### src/hw/rtl/swl_pkg.sv
// Shared types, constants and the seven-segment encoder for the lap stopwatch.
// No dependencies; every other file of the block imports this package.
package swl_pkg;

	localparam int TIME_W     = 19;
	localparam int WRAP_LIMIT = 360000;
	localparam int SEG_W      = 7;

	// Button bit positions within the poll
	localparam int BTN_START = 0;
	localparam int BTN_STOP  = 1;
	localparam int BTN_LAP   = 2;
	localparam int BTN_CLEAR = 3;
	localparam int BTN_W     = 4;

	localparam logic [TIME_W-1:0] WRAP_LAST = TIME_W'(WRAP_LIMIT - 1);

	typedef logic [3:0] digit_t;

	typedef struct packed {
		digit_t min_tens;
		digit_t min_units;
		digit_t sec_tens;
		digit_t sec_units;
		digit_t hun_tens;
		digit_t hun_units;
	} digits_t;

	typedef struct packed {
		logic [TIME_W-1:0] bin;
		digits_t           dig;
	} time_t;

	typedef struct packed {
		time_t shown;
		logic  running;
	} result_t;

	// Segment pattern, bit0 = a .. bit6 = g; non-decimal codes stay blank
	function automatic logic [SEG_W-1:0] seg_of(input digit_t d);
		logic [SEG_W-1:0] s;
		unique case (d)
			4'd0:    s = 7'h3F;
			4'd1:    s = 7'h06;
			4'd2:    s = 7'h5B;
			4'd3:    s = 7'h4F;
			4'd4:    s = 7'h66;
			4'd5:    s = 7'h6D;
			4'd6:    s = 7'h7D;
			4'd7:    s = 7'h07;
			4'd8:    s = 7'h7F;
			4'd9:    s = 7'h6F;
			default: s = '0;
		endcase
		return s;
	endfunction

endpackage

### src/hw/rtl/swl_core.sv
// Run state, pending tick, elapsed and lap registers of the lap stopwatch.
// Depends on swl_pkg; time is kept both as a binary count and as decimal digits.
module swl_core (
	input  logic                         clk,
	input  logic                         arst_n,
	input  logic                         en,
	input  logic [swl_pkg::BTN_W-1:0]    buttons,
	input  logic                         show_lap,
	input  logic                         tick,
	output swl_pkg::result_t             res
);
	import swl_pkg::*;

	time_t elapsed_q, lap_q;
	logic  run_q, pend_q;

	time_t elapsed_clr, lap_n, elapsed_n, elapsed_inc;
	logic  run_n, pend_any, step, pend_n;

	// Advance the binary count and the decimal digits by one hundredth with carries
	always_comb begin
		elapsed_inc = elapsed_clr;
		elapsed_inc.bin = elapsed_clr.bin + 1'b1;
		if (elapsed_clr.dig.hun_units != 4'd9) begin
			elapsed_inc.dig.hun_units = elapsed_clr.dig.hun_units + 1'b1;
		end else begin
			elapsed_inc.dig.hun_units = '0;
			if (elapsed_clr.dig.hun_tens != 4'd9) begin
				elapsed_inc.dig.hun_tens = elapsed_clr.dig.hun_tens + 1'b1;
			end else begin
				elapsed_inc.dig.hun_tens = '0;
				if (elapsed_clr.dig.sec_units != 4'd9) begin
					elapsed_inc.dig.sec_units = elapsed_clr.dig.sec_units + 1'b1;
				end else begin
					elapsed_inc.dig.sec_units = '0;
					if (elapsed_clr.dig.sec_tens != 4'd5) begin
						elapsed_inc.dig.sec_tens = elapsed_clr.dig.sec_tens + 1'b1;
					end else begin
						elapsed_inc.dig.sec_tens = '0;
						if (elapsed_clr.dig.min_units != 4'd9) begin
							elapsed_inc.dig.min_units = elapsed_clr.dig.min_units + 1'b1;
						end else begin
							elapsed_inc.dig.min_units = '0;
							elapsed_inc.dig.min_tens = (elapsed_clr.dig.min_tens == 4'd5) ?
								4'd0 : elapsed_clr.dig.min_tens + 1'b1;
						end
					end
				end
			end
		end
		// Wrap at the limit
		if (elapsed_clr.bin == WRAP_LAST) begin
			elapsed_inc = '0;
		end
	end

	always_comb begin
		pend_any    = pend_q | tick;
		run_n       = (run_q | buttons[BTN_START]) & ~buttons[BTN_STOP];
		lap_n       = buttons[BTN_LAP] ? elapsed_q : lap_q;
		elapsed_clr = elapsed_q;
		if (buttons[BTN_CLEAR]) begin
			lap_n       = '0;
			elapsed_clr = '0;
		end
		step      = run_n & pend_any;
		pend_n    = pend_any & ~step;
		elapsed_n = step ? elapsed_inc : elapsed_clr;

		res.shown   = show_lap ? lap_n : elapsed_n;
		res.running = run_n;
	end

	always_ff @(posedge clk or negedge arst_n) begin
		if (!arst_n) begin
			elapsed_q <= '0;
			lap_q     <= '0;
			run_q     <= 1'b0;
			pend_q    <= 1'b0;
		end else if (en) begin
			elapsed_q <= elapsed_n;
			lap_q     <= lap_n;
			run_q     <= run_n;
			pend_q    <= pend_n;
		end
	end

endmodule

### src/hw/rtl/swl_seg.sv
// Seven-segment patterns for the six displayed digits (mm:ss:hh).
// Depends on swl_pkg for the digit type and the segment encoder.
module swl_seg (
	input  swl_pkg::digits_t dig,
	output logic [15:0]      hex_upper,
	output logic [31:0]      hex_lower
);
	import swl_pkg::*;

	assign hex_upper = {1'b0, seg_of(dig.min_tens), 1'b0, seg_of(dig.min_units)};
	assign hex_lower = {1'b0, seg_of(dig.sec_tens), 1'b0, seg_of(dig.sec_units),
	                    1'b0, seg_of(dig.hun_tens), 1'b0, seg_of(dig.hun_units)};

endmodule

### src/hw/rtl/stopwatch_lap_seven_segment.sv
// Lap stopwatch with six-digit seven-segment output. Each input transfer is one
// poll of the buttons (start, stop, lap, clear, handled in that order with stop
// winning over start), the lap/current display switch and the hundredth-second
// tick event; each poll yields exactly one output transfer with the mm:ss:hh
// segment patterns, the shown time in hundredths and the run state. A tick that
// arrives while stopped stays pending until a poll in which the watch runs, and
// the time wraps to zero at one hour. Rate: one poll per clock cycle while the
// output is not stalled. The input register feeds the state update and segment
// decode, which land in the output register. Time is counted in binary and in
// decimal digits side by side, so no divider sits in the path. Backpressure on
// the output stalls the whole pipe; the input stage still takes one poll while a
// result waits.
// Depends on swl_pkg, swl_core and swl_seg.
module stopwatch_lap_seven_segment (
	input  logic        clk,
	input  logic        arst_n,
	input  logic        s_tvalid,
	output logic        s_tready,
	input  logic [7:0]  s_tdata,   // [3:0] buttons, [4] show_lap, [5] tick, [7:6] zero
	output logic        m_tvalid,
	input  logic        m_tready,
	output logic [71:0] m_tdata    // [15:0] hex_upper, [47:16] hex_lower,
	                               // [66:48] shown_time, [67] is_running, [71:68] zero
);
	import swl_pkg::*;

	// Input stage
	logic             valid_s1;
	logic [BTN_W-1:0] buttons_s1;
	logic             show_lap_s1, tick_s1;

	// Output stage
	logic              valid_s2;
	logic [15:0]       hex_upper_s2;
	logic [31:0]       hex_lower_s2;
	logic [TIME_W-1:0] shown_time_s2;
	logic              running_s2;

	logic        adv, upd;
	result_t     res;
	logic [15:0] hex_upper;
	logic [31:0] hex_lower;

	// Advance the output stage whenever it is empty or being drained
	assign adv      = !valid_s2 || m_tready;
	assign upd      = adv && valid_s1;
	assign s_tready = !valid_s1 || adv;

	always_ff @(posedge clk or negedge arst_n) begin
		if (!arst_n) begin
			valid_s1 <= 1'b0;
		end else if (s_tready) begin
			valid_s1 <= s_tvalid;
		end
	end

	always_ff @(posedge clk) begin
		if (s_tvalid && s_tready) begin
			buttons_s1  <= s_tdata[3:0];
			show_lap_s1 <= s_tdata[4];
			tick_s1     <= s_tdata[5];
		end
	end

	// State update: commits only when the poll moves to the output stage
	swl_core u_core (
		.clk      (clk),
		.arst_n   (arst_n),
		.en       (upd),
		.buttons  (buttons_s1),
		.show_lap (show_lap_s1),
		.tick     (tick_s1),
		.res      (res)
	);

	swl_seg u_seg (
		.dig       (res.shown.dig),
		.hex_upper (hex_upper),
		.hex_lower (hex_lower)
	);

	always_ff @(posedge clk or negedge arst_n) begin
		if (!arst_n) begin
			valid_s2 <= 1'b0;
		end else if (adv) begin
			valid_s2 <= valid_s1;
		end
	end

	always_ff @(posedge clk) begin
		if (upd) begin
			hex_upper_s2  <= hex_upper;
			hex_lower_s2  <= hex_lower;
			shown_time_s2 <= res.shown.bin;
			running_s2    <= res.running;
		end
	end

	assign m_tvalid = valid_s2;
	assign m_tdata  = {4'b0, running_s2, shown_time_s2, hex_lower_s2, hex_upper_s2};

	// Shown time never reaches the wrap limit
	a_time_range: assert property (@(posedge clk) disable iff (!arst_n)
		m_tvalid |-> (32'(shown_time_s2) < 32'(WRAP_LIMIT)))
		else $error("shown time beyond wrap limit");

	// Decimal digits track the binary count
	a_digits_match: assert property (@(posedge clk) disable iff (!arst_n)
		valid_s1 |-> (32'(res.shown.bin) ==
			32'(res.shown.dig.min_tens) * 60000 + 32'(res.shown.dig.min_units) * 6000 +
			32'(res.shown.dig.sec_tens) * 1000 + 32'(res.shown.dig.sec_units) * 100 +
			32'(res.shown.dig.hun_tens) * 10 + 32'(res.shown.dig.hun_units)))
		else $error("digit counters out of step with binary time");

	// Stop pressed in a committed poll leaves the watch stopped
	a_stop_wins: assert property (@(posedge clk) disable iff (!arst_n)
		(upd && buttons_s1[BTN_STOP]) |=> (m_tvalid && !running_s2))
		else $error("watch running after stop");

	// Output stage only moves forward when it is free or drained
	a_no_overwrite: assert property (@(posedge clk) disable iff (!arst_n)
		(m_tvalid && !m_tready) |=> (m_tvalid && $stable(shown_time_s2)))
		else $error("pending result overwritten");

endmodule

### config.mk
export PLATFORM = sky130hd
export DESIGN_NAME = stopwatch_lap_seven_segment
export DESIGN_NICKNAME = d
export VERILOG_FILES = /design/src/hw/rtl/swl_pkg.sv /design/src/hw/rtl/swl_core.sv /design/src/hw/rtl/swl_seg.sv /design/src/hw/rtl/stopwatch_lap_seven_segment.sv
export SDC_FILE = /design/constraint.sdc
export NUM_CORES = 1
export LEC_CHECK = 0
export BUFFER_PORTS_ARGS = -buffer_cell sky130_fd_sc_hd__buf_2
export CORE_MARGIN = 2
export CORE_UTILIZATION = 40
export CTS_CLUSTER_DIAMETER = 40
export DETAILED_ROUTE_END_ITERATION = 12
export GPL_ROUTABILITY_DRIVEN = 0
export PLACE_DENSITY_LB_ADDON = 0.12
export RECOVER_POWER = 50
export SETUP_SLACK_MARGIN = 0.1
export SYNTH_ARGS = -nofsm -noshare
export SYNTH_HDL_FRONTEND = slang
export SYNTH_HIERARCHICAL = 1
export SYNTH_SLANG_ARGS = --single-unit
export TNS_END_PERCENT = 10
### constraint.sdc
create_clock -name clk -period 6.4 [get_ports clk]
set_input_delay 0.32 -clock clk [delete_from_list [all_inputs] [get_ports clk]]
set_output_delay 0.32 -clock clk [all_outputs]
set_load 0.005 [all_outputs]
==> flow_summary.toml <==
[global_routing]
grt_pass1_wl_um = 40800
grt_pass1_vias = 7319
grt_use_total = 0.198
grt_max_degree = 62
antenna_found_initial = 0
grt_overflow = 0

[power_and_ir_drop]
clkPwrFrac = 0.360
p_switching_uw = 835
p_sw_frac = 0.294
leakagePower_nw = 4.25
irDropWorstVdd_uv = 145
power_frac_seq = 0.466
p_int_mw = 2.01
cellPowerDensity_nw_per_um2 = 258
combPwrFrac = 0.174

[timing]
max_freq_ghz = 0.229
tightest_slew_ns = 2.48
skew_ns = 0.0112
hold_viol = 0
finalCritPeriodShare = 0.681
final.setup.tns_ns = 0
rsz0062_at_grt = "false"
min_period_ns = 4.36
slew_viol_final = 43
relSlewSlack = -0.657
setup_viol = 0

[routing]
wl_met3_um = 1050
vias_per_cell = 5.63
first_iter_violations = 479
drtAntennaViolNets = 0
maxUsedRoutingLayer = "met4"
met2WireLength_um = 11200
totalWireLength_um = 24900
wirelength_met1_um = 12300
wl_per_cell_um = 18.1
vias = 7731
drc = 0
drt_first_pass_iters = 5

[floorplanning]
die_area_sq_um = 26000
die_w_um = 161
row_count = 57
boundaryPins = 86
die_h_um = 161
core_sq_um = 24300
start_util = 0.407

[critical_path]
cp.required_ns = 6.53
end_kind = "flip-flop"
path_max_fanout = 28
crit_type = "flip-flop to flip-flop"
arrival_ns = 4.49
worstSetupStartpointType = "flip-flop"

[cells_and_area]
post-route-util = 0.454
finish.net_count = 1095
mostFrequentLayoutCell = "dfrtp_1"
layout-drive-gt1-share = 0.145
layout_common_cells = "dfrtp_1, a21oi_1, edfxtp_1"
diodes = 0
area_growth_syn_to_layout_pct = 11.6

[clock_tree]
cts_htree_levels = 4
clkSlewWorstSetupHoldPaths_ns = 0.07
ctsHoldBuffers = 1
cts_tree = "built"
clock-sinks = 164
clk_latency_ns = 0.43
post-cts-setup-buffer-count = 0
cts_buffers = 17
clock_path_buffers = 2
cts_resized = 0
cts-root-buf = "clkbuf_16"

[synth]
synthArstFlopShare = 0.549
synth_ff_type = "dfrtp_1"
avgSynthCellArea_sq_um = 10.0
yosys_warnings = 6
synthesis.area_sq_um = 9900
yosysSeqAreaShare = 0.452
synth_area_leaders = "dfrtp_1, edfxtp_1, ha_1"
synth_top_area_frac = 0.227
synth_cell_types = 81
synth_edf_count = 74
synth_top_area_cell = "dfrtp_1"
ys_ff_latch = 164
netlist_instances = 989

[hold_path]
hold_path.class = "input port to flip-flop"

[run]
drv_cap = 1

[place]
io_buffer_count = 79
dp_hpwl_um = 16000

[status]
status = "finished with violations"
violations = "max-capacitance violations, max-slew violations"
[path summary, 6_finish.rpt]
path,startpoint,to,slack [ns],depth (start not counted)
worst max-delay path,buttons_s1[3]$_DFFE_PP_,hex_lower_s2[8]$_DFFE_PP_,2.04,9
worst min-delay path,s_tdata[5],tick_s1$_DFFE_PP_,0.06,1
worst max register to register,buttons_s1[3]$_DFFE_PP_,hex_lower_s2[8]$_DFFE_PP_,2.04,9
worst min register to register,u_core/lap_q[16]$_DFFE_PN0P_,u_core/lap_q[16]$_DFFE_PN0P_,0.48,1
max in group asynchronous,arst_n,u_core/lap_q[14]$_DFFE_PN0P_,3.46,3
min in group asynchronous,arst_n,valid_s1$_DFFE_PN0P_,1.19,2
[final cells by class]
cell class,instances,area [sq um]
Fill cell,2298,13300
Multi-Input combinational cell,695,4850
Sequential cell,164,4470
Timing Repair Buffer,100,529
Clock buffer,20,447
Tap cell,324,405
Inverter,57,214
Clock inverter,12,131
[state kept, by name (all words and copies together), names as in the netlist, 4 cells and up]
signal,cells
u_core/elapsed_q,43
shown_time_s2,19
hex_lower_s2,32
buttons_s1,4
hex_upper_s2,16
u_core/lap_q,43
[stage by stage]
| step | instance area (sq um) | power [mW] | hold WS (ns) | setup slack [ns] | instances |
|---|---|---|---|---|---|
| final | 11000 | 2.85 | 0.0618 | 2.04 | 1372 |
| after global routing | 11000 | 3.00 | 0.0414 | 1.70 | 1372 |
| after CTS | 11100 | 2.88 | 0.0425 | 2.10 | 1372 |
| after detailed placement | 10500 | 1.85 | 0.360 | 2.10 | 1339 |
| after global placement | 10500 | 1.84 | 0.365 | 2.15 | 1339 |
| after floorplan | 9930 | 1.69 | 0.0244 | 2.54 | 997 |
[critical path: stages, from the launching register on]
cell,delay (ns)
edfxtp_1,0.96
buf_4,0.43
and4b_1,0.27
and4_1,0.32
nand3_1,0.13
buf_4,0.21
or4b_1,0.49
o22ai_1,0.82
nand2b_4,0.31
o22ai_1,0.09
[power by group through the flow]
stage	combinational [mW]	sequential, mW	clock, mW
finish	0.496	1.32	1.03
global route	0.559	1.34	1.10
CTS	0.506	1.32	1.05
detailed placement	0.505	1.34	0
global placement	0.499	1.34	0
floorplan	0.378	1.31	0
[kinds of logic (layout without fill, tap and decap cells)]
| group | Yosys count | count (layout) | share of synthesized area |
|---|---|---|---|
| buffers and inverters | 138 | 189 | 0.0609 |
| other | 2 | 10 | 0.000758 |
| flip-flops | 164 | 164 | 0.452 |
| adder cells (fa/ha/maj) | 48 | 48 | 0.0606 |
| XOR/XNOR | 20 | 20 | 0.0177 |
| AO/OA/AOI/OAI | 324 | 324 | 0.219 |
| multiplexers | 30 | 30 | 0.0312 |
| AND/OR/NAND/NOR | 263 | 263 | 0.158 |
[cells in the mapped netlist (4+ instances only)]
cell,n
a31oi_1,16
xnor2_1,17
or3_1,7
mux2i_1,23
o32ai_1,9
nand2b_1,17
nor2_1,45
nand3_1,24
buf_2,18
a22o_1,6
a21o_1,10
and3_1,16
buf_4,16
clkbuf_1,41
and4bb_2,5
edfxtp_1,74
nand2b_4,4
a21oi_1,76
and4_1,4
o21ai_0,49
ha_1,48
inv_1,54
nand4_1,8
buf_1,4
nor3_1,16
nor2b_1,36
nand2_1,44
o2bb2ai_1,46
nor4_1,4
o22ai_1,50
o31a_1,6
or4_1,4
dfrtp_1,90
mux2_2,7
a22oi_1,22
[per-layer routing]
layer,track usage,vias up
li1,-,3746
met1,0.290,3759
met2,0.307,201
met3,0.0290,25
met4,0.0568,0
met5,0,-
(Power assumes the default switching activity.)
